### src/aptq_pkg.sv
// ----------------------------------------------------------------------------
// aptq_pkg
// Shared types and codes of the aging priority task queue.
// ----------------------------------------------------------------------------
`default_nettype none

package aptq_pkg;

    localparam int ID_W      = 16;
    localparam int BASE_W    = 10;
    localparam int TIME_W    = 16;
    localparam int ORDER_W   = 16;
    localparam int RATE_W    = 8;
    localparam int CFG_IDX_W = 1;
    localparam int CFG_DAT_W = 16;
    localparam int STATUS_W  = 2;
    localparam int PRIO_W    = 26;   // exact aged priority, signed
    localparam int OUT_PRIO_W = 24;

    localparam logic OP_PUSH = 1'b0;
    localparam logic OP_POP  = 1'b1;

    localparam logic [CFG_IDX_W-1:0] CFG_AGING_RATE = 1'd0;
    localparam logic [CFG_IDX_W-1:0] CFG_NOW_TIME   = 1'd1;

    localparam logic [STATUS_W-1:0] STATUS_OK    = 2'd0;
    localparam logic [STATUS_W-1:0] STATUS_EMPTY = 2'd1;
    localparam logic [STATUS_W-1:0] STATUS_FULL  = 2'd2;

    localparam logic [RATE_W-1:0] AGING_RATE_RST = 8'd26;

    // one memory word per slot
    typedef struct packed {
        logic [ID_W-1:0]    id;
        logic [BASE_W-1:0]  base;
        logic [TIME_W-1:0]  created;
        logic [ORDER_W-1:0] order;
    } t_slot;

    // control that rides along the scan pipeline
    typedef struct packed {
        logic live;   // stage holds a scan step
        logic act;    // slot was occupied
        logic last;   // final slot of the scan
    } t_scan_tag;

    typedef struct packed {
        t_scan_tag                 tag;
        logic [ID_W-1:0]           id;
        logic signed [PRIO_W-1:0]  prio;
        logic [ORDER_W-1:0]        sen;
    } t_cand;

endpackage

`default_nettype wire

### src/aptq_aging.sv
// ----------------------------------------------------------------------------
// aptq_aging
// Scan stage: aged priority and seniority of one slot, registered.
// ----------------------------------------------------------------------------
`default_nettype none

module aptq_aging #(
    parameter int IDX_W = 5
) (
    input  wire logic                              i_clk,
    input  wire logic                              i_rst_n,
    input  wire aptq_pkg::t_scan_tag               i_tag,
    input  wire logic [IDX_W-1:0]                  i_idx,
    input  wire aptq_pkg::t_slot                   i_slot,
    input  wire logic [aptq_pkg::RATE_W-1:0]       i_rate,
    input  wire logic [aptq_pkg::TIME_W-1:0]       i_now,
    input  wire logic [aptq_pkg::ORDER_W-1:0]      i_insert_cnt,
    output aptq_pkg::t_cand                        o_cand,
    output logic [IDX_W-1:0]                       o_idx
);

    localparam int PW = aptq_pkg::PRIO_W;
    localparam int TW = aptq_pkg::TIME_W;

    logic signed [TW:0]   w_diff;
    logic signed [PW-1:0] w_prod;
    logic signed [PW-1:0] w_base;
    aptq_pkg::t_cand      r_cand;
    logic [IDX_W-1:0]     r_idx;

    always_comb begin
        w_diff = $signed({1'b0, i_now}) - $signed({1'b0, i_slot.created});
        w_prod = PW'(w_diff) * $signed(PW'({1'b0, i_rate}));
        w_base = $signed(PW'({i_slot.base, 8'b0}));
    end

    always_ff @(posedge i_clk) begin
        if (!i_rst_n) begin
            r_cand.tag <= '0;
        end else begin
            r_cand.tag <= i_tag;
        end
        r_cand.id   <= i_slot.id;
        r_cand.prio <= w_base + w_prod;
        // modular age: larger means inserted earlier
        r_cand.sen  <= i_insert_cnt - i_slot.order;
        r_idx       <= i_idx;
    end

    assign o_cand = r_cand;
    assign o_idx  = r_idx;

endmodule

`default_nettype wire

### src/aging_priority_task_queue.sv
// ----------------------------------------------------------------------------
// aging_priority_task_queue
// Slot-based task queue; pop returns the task of highest aged priority.
// ----------------------------------------------------------------------------
// Input channel (i_in_valid / o_in_ready) carries one operation per beat:
// a push stores task id, base priority and creation time in the lowest free
// slot; a pop removes the slot with the highest
//     base*256 + (now - created) * aging_rate
// (ties to the earliest inserted). Every beat yields one result beat on the
// output channel (o_out_valid / i_out_ready): status, popped id, priority.
// Config writes (i_cfg_we) set aging_rate (index 0) and now_time (index 1).
// A push walks the slot valid bits one per cycle from slot 0. A pop
// streams every slot through the single read port of the slot memory,
// one slot per cycle, behind a two-stage priority/compare pipe.
// The result sits in an output register; while the receiver stalls the
// next beat is still accepted and worked on, and it waits only at its own
// result hand-off. Reset empties the queue (valid bits clear at once, no
// memory sweep), restores aging_rate to 26 and now_time to 0.
// ----------------------------------------------------------------------------
`default_nettype none

module aging_priority_task_queue #(
    parameter int QUEUE_DEPTH = 32
) (
    input  wire logic                                i_clk,
    input  wire logic                                i_rst_n,
    input  wire logic                                i_cfg_we,
    input  wire logic [aptq_pkg::CFG_IDX_W-1:0]      i_cfg_index,
    input  wire logic [aptq_pkg::CFG_DAT_W-1:0]      i_cfg_data,
    input  wire logic                                i_in_valid,
    output logic                                     o_in_ready,
    input  wire logic                                i_operation,
    input  wire logic [aptq_pkg::ID_W-1:0]           i_task_id,
    input  wire logic [aptq_pkg::BASE_W-1:0]         i_base_priority,
    input  wire logic [aptq_pkg::TIME_W-1:0]         i_created_time,
    output logic                                     o_out_valid,
    input  wire logic                                i_out_ready,
    output logic [aptq_pkg::STATUS_W-1:0]            o_status,
    output logic [aptq_pkg::ID_W-1:0]                o_out_task_id,
    output logic [aptq_pkg::OUT_PRIO_W-1:0]          o_out_priority
);

    localparam int IDX_W = (QUEUE_DEPTH > 1) ? $clog2(QUEUE_DEPTH) : 1;
    localparam int PW    = aptq_pkg::PRIO_W;
    localparam int OPW   = aptq_pkg::OUT_PRIO_W;
    localparam logic [IDX_W-1:0] LAST_IDX = IDX_W'(QUEUE_DEPTH - 1);

    typedef enum logic [2:0] {
        S_IDLE,
        S_PUSH,
        S_POP_SCAN,
        S_POP_WAIT,
        S_POP_FIN,
        S_RESULT
    } t_state;

    t_state                              r_state;
    logic [aptq_pkg::RATE_W-1:0]         r_aging_rate;
    logic [aptq_pkg::TIME_W-1:0]         r_now_time;
    logic [aptq_pkg::ORDER_W-1:0]        r_insert_cnt;
    logic [QUEUE_DEPTH-1:0]              r_valid;
    logic [IDX_W-1:0]                    r_idx;

    logic                                r_op;
    aptq_pkg::t_slot                     r_push_slot;

    aptq_pkg::t_slot                     r_mem [QUEUE_DEPTH];
    aptq_pkg::t_slot                     r_rd_slot;
    aptq_pkg::t_scan_tag                 r_rd_tag;
    logic [IDX_W-1:0]                    r_rd_idx;

    aptq_pkg::t_cand                     w_cand;
    logic [IDX_W-1:0]                    w_cand_idx;

    logic                                r_best_found;
    logic signed [PW-1:0]                r_best_prio;
    logic [aptq_pkg::ORDER_W-1:0]        r_best_sen;
    logic [aptq_pkg::ID_W-1:0]           r_best_id;
    logic [IDX_W-1:0]                    r_best_idx;
    logic                                n_take;

    logic [aptq_pkg::STATUS_W-1:0]       r_res_status;
    logic [aptq_pkg::ID_W-1:0]           r_res_id;
    logic [OPW-1:0]                      r_res_prio;
    logic [OPW-1:0]                      w_sat_prio;

    logic                                r_out_valid;
    logic [aptq_pkg::STATUS_W-1:0]       r_out_status;
    logic [aptq_pkg::ID_W-1:0]           r_out_id;
    logic [OPW-1:0]                      r_out_prio;

    logic                                w_mem_we;
    logic                                w_in_beat;
    logic                                w_out_free;

    assign o_in_ready = (r_state == S_IDLE);
    assign w_in_beat  = i_in_valid && o_in_ready;
    assign w_out_free = !r_out_valid || i_out_ready;
    assign w_mem_we   = (r_state == S_PUSH) && !r_valid[r_idx];

    // slot memory: one write port for push, one registered read for scan
    always_ff @(posedge i_clk) begin
        if (w_mem_we) begin
            r_mem[r_idx] <= r_push_slot;
        end
        r_rd_slot <= r_mem[r_idx];
    end

    aptq_aging #(
        .IDX_W (IDX_W)
    ) u_aging (
        .i_clk        (i_clk),
        .i_rst_n      (i_rst_n),
        .i_tag        (r_rd_tag),
        .i_idx        (r_rd_idx),
        .i_slot       (r_rd_slot),
        .i_rate       (r_aging_rate),
        .i_now        (r_now_time),
        .i_insert_cnt (r_insert_cnt),
        .o_cand       (w_cand),
        .o_idx        (w_cand_idx)
    );

    // running best; ties go to the larger seniority
    always_comb begin
        n_take = w_cand.tag.live && w_cand.tag.act &&
                 (!r_best_found ||
                  ($signed(w_cand.prio) > r_best_prio) ||
                  (($signed(w_cand.prio) == r_best_prio) && (w_cand.sen > r_best_sen)));
    end

    // clamp to 0..2^24-1
    always_comb begin
        if (r_best_prio[PW-1]) begin
            w_sat_prio = '0;
        end else if (|r_best_prio[PW-2:OPW]) begin
            w_sat_prio = '1;
        end else begin
            w_sat_prio = r_best_prio[OPW-1:0];
        end
    end

    always_ff @(posedge i_clk) begin
        if (!i_rst_n) begin
            r_state      <= S_IDLE;
            r_aging_rate <= aptq_pkg::AGING_RATE_RST;
            r_now_time   <= '0;
            r_insert_cnt <= '0;
            r_valid      <= '0;
            r_idx        <= '0;
            r_rd_tag     <= '0;
            r_best_found <= 1'b0;
            r_out_valid  <= 1'b0;
        end else begin
            if (i_cfg_we) begin
                unique case (i_cfg_index)
                    aptq_pkg::CFG_AGING_RATE:
                        r_aging_rate <= i_cfg_data[aptq_pkg::RATE_W-1:0];
                    aptq_pkg::CFG_NOW_TIME:
                        r_now_time <= i_cfg_data[aptq_pkg::TIME_W-1:0];
                    default: ;
                endcase
            end

            if (r_out_valid && i_out_ready) begin
                r_out_valid <= 1'b0;
            end

            r_rd_tag <= '0;

            if (n_take) begin
                r_best_found <= 1'b1;
                r_best_prio  <= $signed(w_cand.prio);
                r_best_sen   <= w_cand.sen;
                r_best_id    <= w_cand.id;
                r_best_idx   <= w_cand_idx;
            end

            unique case (r_state)
                S_IDLE: begin
                    if (w_in_beat) begin
                        r_op                <= i_operation;
                        r_push_slot.id      <= i_task_id;
                        r_push_slot.base    <= i_base_priority;
                        r_push_slot.created <= i_created_time;
                        r_push_slot.order   <= r_insert_cnt;
                        r_idx               <= '0;
                        r_best_found        <= 1'b0;
                        r_state <= (i_operation == aptq_pkg::OP_PUSH) ? S_PUSH : S_POP_SCAN;
                    end
                end
                S_PUSH: begin
                    r_res_id   <= '0;
                    r_res_prio <= '0;
                    if (!r_valid[r_idx]) begin
                        r_valid[r_idx] <= 1'b1;
                        r_insert_cnt   <= r_insert_cnt + 1'b1;
                        r_res_status   <= aptq_pkg::STATUS_OK;
                        r_state        <= S_RESULT;
                    end else if (r_idx == LAST_IDX) begin
                        r_res_status <= aptq_pkg::STATUS_FULL;
                        r_state      <= S_RESULT;
                    end else begin
                        r_idx <= r_idx + 1'b1;
                    end
                end
                S_POP_SCAN: begin
                    r_rd_tag.live <= 1'b1;
                    r_rd_tag.act  <= r_valid[r_idx];
                    r_rd_tag.last <= (r_idx == LAST_IDX);
                    r_rd_idx      <= r_idx;
                    if (r_idx == LAST_IDX) begin
                        r_state <= S_POP_WAIT;
                    end else begin
                        r_idx <= r_idx + 1'b1;
                    end
                end
                S_POP_WAIT: begin
                    if (w_cand.tag.live && w_cand.tag.last) begin
                        r_state <= S_POP_FIN;
                    end
                end
                S_POP_FIN: begin
                    if (r_best_found) begin
                        r_valid[r_best_idx] <= 1'b0;
                        r_res_status        <= aptq_pkg::STATUS_OK;
                        r_res_id            <= r_best_id;
                        r_res_prio          <= w_sat_prio;
                    end else begin
                        r_res_status <= aptq_pkg::STATUS_EMPTY;
                        r_res_id     <= '0;
                        r_res_prio   <= '0;
                    end
                    r_state <= S_RESULT;
                end
                S_RESULT: begin
                    if (w_out_free) begin
                        r_out_valid  <= 1'b1;
                        r_out_status <= r_res_status;
                        r_out_id     <= r_res_id;
                        r_out_prio   <= r_res_prio;
                        r_state      <= S_IDLE;
                    end
                end
                default: r_state <= S_IDLE;
            endcase
        end
    end

    assign o_out_valid    = r_out_valid;
    assign o_status       = r_out_status;
    assign o_out_task_id  = r_out_id;
    assign o_out_priority = r_out_prio;

    // scan pipe is drained whenever a new beat can be taken
    a_pipe_empty_idle: assert property (@(posedge i_clk) disable iff (!i_rst_n)
        (r_state == S_IDLE) |-> (!r_rd_tag.live && !w_cand.tag.live))
        else $error("scan pipeline busy while idle");

    a_pop_frees_slot: assert property (@(posedge i_clk) disable iff (!i_rst_n)
        (r_state == S_POP_FIN && r_best_found) |=> !r_valid[$past(r_best_idx)])
        else $error("popped slot still marked valid");

    a_push_counts: assert property (@(posedge i_clk) disable iff (!i_rst_n)
        (r_state == S_PUSH && !r_valid[r_idx])
        |=> (r_insert_cnt == aptq_pkg::ORDER_W'($past(r_insert_cnt) + 1'b1)))
        else $error("insert counter did not advance on push");

    a_fail_zero: assert property (@(posedge i_clk) disable iff (!i_rst_n)
        (o_out_valid && (o_status != aptq_pkg::STATUS_OK) && r_op == aptq_pkg::OP_POP)
        |-> (o_out_task_id == '0 && o_out_priority == '0))
        else $error("empty pop returned nonzero payload");

endmodule

`default_nettype wire

### config.mk
export PLATFORM = sky130hd
export DESIGN_NAME = aging_priority_task_queue
export DESIGN_NICKNAME = d
export VERILOG_FILES = /design/src/aptq_pkg.sv /design/src/aptq_aging.sv /design/src/aging_priority_task_queue.sv
export SDC_FILE = /design/constraint.sdc
export NUM_CORES = 2
export LEC_CHECK = 0
export ABC_AREA = 1
export BUFFER_PORTS_ARGS = -buffer_cell sky130_fd_sc_hd__buf_2
export CELL_PAD_IN_SITES_DETAIL_PLACEMENT = 1
export CELL_PAD_IN_SITES_GLOBAL_PLACEMENT = 1
export CORE_MARGIN = 2
export CORE_UTILIZATION = 30
export DETAILED_ROUTE_END_ITERATION = 8
export PLACE_DENSITY_LB_ADDON = 0.1
export SLEW_MARGIN = 20
export SYNTH_ARGS = -nofsm -noshare
export SYNTH_HDL_FRONTEND = slang
export SYNTH_HIERARCHICAL = 1
export SYNTH_SLANG_ARGS = --single-unit
### constraint.sdc
create_clock -name i_clk -period 7.5 [get_ports i_clk]
set_clock_uncertainty 0.2 [all_clocks]
set_input_delay 1.5 -clock i_clk [delete_from_list [all_inputs] [get_ports i_clk]]
set_output_delay 1.5 -clock i_clk [all_outputs]
set_load 0.005 [all_outputs]
==> impl_metrics.yaml <==
status:
  outcome: "finished, final reports clean"
clock_tree:
  cts_tree: "yes"
  ctsHoldBuffers: 0
  cts_root_buf: "clkbuf_16"
  cts_buffers: 265
  clk_pin_slew_ns: 0.06
  htreeDepth: 5
  postCtsResizedCells: 0
  post-cts-setup-buffer-count: 0
  cts.sinks: 2275
  clk_latency_ns: 0.89
  cts_buffer_depth: 4
logic_synthesis:
  synth_top_area_share_pct: 66.5
  synth.distinct_cells: 46
  mappedNetlistArea_sq_um: 93300
  avgSynthCellArea_sq_um: 12.5
  ys_warn_count: 6
  netlist_instances: 7470
  synthXorXnorAreaFrac_pct: 0.326
  synthAdderAreaFrac_pct: 4.47
  synth-simple-area-share_pct: 9.51
  yosysTopAreaCell: "edfxtp_1"
  synth_common_cells: "edfxtp_1, nor2_1, o21ai_0"
  ys_seq_area_share_pct: 71.0
  muxShareOfSynthArea_pct: 0
  syn_nets: 7796
  synth.most_common_cell: "edfxtp_1"
  synthFlopType: "edfxtp_1"
  synth_compound_area_share_pct: 10.8
  synth_edf_count: 2066
  synth_seq_cells: 2275
  synth_top_family_by_area: "compound AO/OA/AOI/OAI gates"
  synth.area.top_cells: "edfxtp_1, o21ai_0, nor2_1, dfxtp_1, o22ai_1"
  synthArstFlopShare_pct: 0
power:
  switching_share_pct: 43.9
  vdd_drop_max_mv: 0.717
  leakage_nw: 37.3
  powerDensity_nw_per_um2: 516
  power.internal_mw: 31.1
  power_frac_clock_pct: 23.0
  p_seq_share_pct: 28.3
  p_comb_share_pct: 48.7
  p_switching_mw: 24.3
floorplan:
  rows: 204
  die_w_um: 562
  io_pins: 109
  core-area_sq_um: 309000
  initial_core_util_pct: 30.2
  fp.dieH_um: 562
  die-area_sq_um: 315000
sta:
  worst_pin_slew_ns: 1.13
  tns_ns: 0
  fin_crit_sh_pct: 83.0
  hold_violations: 0
  fmax_mhz: 161
  finalSetupViolations: 0
  rsz0062_at_grt: "false"
  period_needed_ns: 6.23
  slew_violations: 0
  slew_headroom_pct: 24.4
  finalWorstSetupSlack_ns: 1.27
drt:
  vias: 59900
  finalWirelength_um: 322000
  wl_met3_um: 16300
  firstDrtPassIters: 7
  wl_met2_um: 149000
  top_layer: "met5"
  wl_per_cell_um: 27.0
  drt_iter0_markers: 5026
  drt-met1-wl_um: 148000
  antenna_left: 0
  drc: 0
  viasPerCell: 5.02
placement:
  dp_cells: 11400
  portBuffers: 108
  place_hpwl_um: 170000
  dp_worst_setup_slack_ns: 1.14
  finalWeightedCongestion: 0.793
final_layout:
  drive_above_1_share_pct: 8.71
  fin_nets: 7892
  finalNonFillerCells: 11900
  area_delta_synth_final_pct: 15.1
  fillers: 32700
  final_util_pct: 34.8
setup_path:
  r2r_setup_slack_ns: 1.27
  cp.arrival_ns: 6.82
  crit_required_ns: 8.09
  start_kind: "flop"
  r2r-start: "r_now_time[0]$_SDFFE_PN0P_"
  crit_type: "reg -> reg"
  r2r_cells: 22
  cp_max_fo: 8
  crit_path_end: "u_aging/o_cand[40]$_DFF_P_"
  crit_start: "r_now_time[0]$_SDFFE_PN0P_"
  r2r_end: "u_aging/o_cand[40]$_DFF_P_"
  worstSetupEndpointType: "flop"
run:
  maxCapViolCount: 0
global_routing:
  grt_pass1_wl_um: 455000
  overflow: 0
  grt_usage_pct: 20.0
  grt_pass1_vias: 61400
  grt_max_degree: 183
  antenna_found_initial: 30
hold_path:
  hp-class: "reg -> reg"
  min_path_cells: 0
-- per-stage QoR --
step	instance area, sq um	hold slack [ns]	total power, mW
global placement	98700	0.115	43.4
floorplan	93300	0.110	34.6
CTS	107000	0.127	56.5
detailed placement	98700	0.118	43.5
finish	107000	0.124	55.5
global route	107000	0.140	60.4
-- layer usage --
metal  up-vias  global-route usage, %
met5         -                      0
met2      1292                   32.5
met3       383                   3.40
met4         8                   4.97
li1      27100                      -
met1     31100                   27.6
-- worst max-delay path: stages, from the launching register on --
cell     delay (ns)
dfxtp_1        0.33
inv_1          0.05
ha_1           0.21
fa_1           0.44
o21ai_2        0.24
nand2_1        0.08
nand2_1        0.13
nand3_1        0.31
nand3_1        0.26
inv_1          0.08
fa_1           0.67
inv_1          0.13
fa_1           0.66
fa_1           0.49
fa_1           0.51
inv_1          0.05
ha_1           0.27
ha_1           0.39
nand2_1        0.12
nor3_1         0.25
nand3_1        0.13
nand4_1        0.12
nand2_1        0.05
-- worst min path at each step --
stage                          start                    endpoint
2_1_floorplan  r_rd_slot[42]$_DFF_P_  u_aging/o_cand[42]$_DFF_P_
3_3_place_gp   r_rd_slot[46]$_DFF_P_  u_aging/o_cand[46]$_DFF_P_
3_5_place_dp   r_rd_slot[43]$_DFF_P_  u_aging/o_cand[43]$_DFF_P_
4_1_cts        r_rd_slot[43]$_DFF_P_  u_aging/o_cand[43]$_DFF_P_
5_1_grt        r_rd_slot[43]$_DFF_P_  u_aging/o_cand[43]$_DFF_P_
6_report       r_rd_slot[43]$_DFF_P_  u_aging/o_cand[43]$_DFF_P_
-- registers in the layout (all words and copies together), names as in the netlist, 8 cells and up --
name and cells:
r_mem 1856, u_aging/o_cand 61, r_push_slot 58, r_rd_slot 58
r_valid 32, r_best_prio 26, o_out_priority 24, r_res_prio 24
o_out_task_id 16, r_best_id 16, r_best_sen 16, r_insert_cnt 16
r_now_time 16, r_res_id 16, r_aging_rate 8
-- final cells by class --
type	count	area [sq um]	share of cell area, %
clock buffer	361	7290	6.78
antenna	28	70.1	0.0652
clock inverter	115	1170	1.09
inverter	533	2070	1.93
tap	4120	5150	4.80
timing repair buffer	234	1890	1.76
sequential	2275	66200	61.6
multi-input combinational	4257	23600	21.9
-- power groups by stage --
stage / Clock, mW / Combinational, mW / Sequential, mW
3_3_place_gp: 0 / 27.4 / 16.0
2_1_floorplan: 0 / 19.0 / 15.6
6_report: 12.8 / 27.0 / 15.7
4_1_cts: 13.1 / 27.6 / 15.7
5_1_grt: 13.6 / 31.1 / 15.8
3_5_place_dp: 0 / 27.5 / 16.0
-- cells in the final DEF (no fill, tap or decap), types with 12 or more instances in the layout --
master,netlist,routed
clkbuf_16,0,270
buf_12,0,23
buf_2,57,108
ha_1,141,141
o21ai_0,952,952
xor2_1,28,28
nand3_1,187,187
clkinv_1,4,42
inv_1,519,503
edfxtp_1,2066,2066
nor2_1,1245,1240
diode_2,0,28
o22ai_1,465,465
clkbuf_1,318,72
fa_1,120,120
clkinv_2,0,36
o21ai_1,21,21
nand4_1,70,70
clkbuf_8,0,19
nor3_1,47,30
bufinv_16,0,15
buf_4,16,89
a22o_1,152,152
a21oi_1,143,141
inv_6,0,12
buf_8,0,13
dfxtp_1,209,207
nand2_1,614,614
nor3_2,3,18
-- cell families after synthesis --
logic type      Yosys count
flops                  2275
simple gates           2204
compound gates         1759
buf+inv                 938
fa+ha+maj               261
xor+xnor                 33
(Power assumes the default switching activity.)
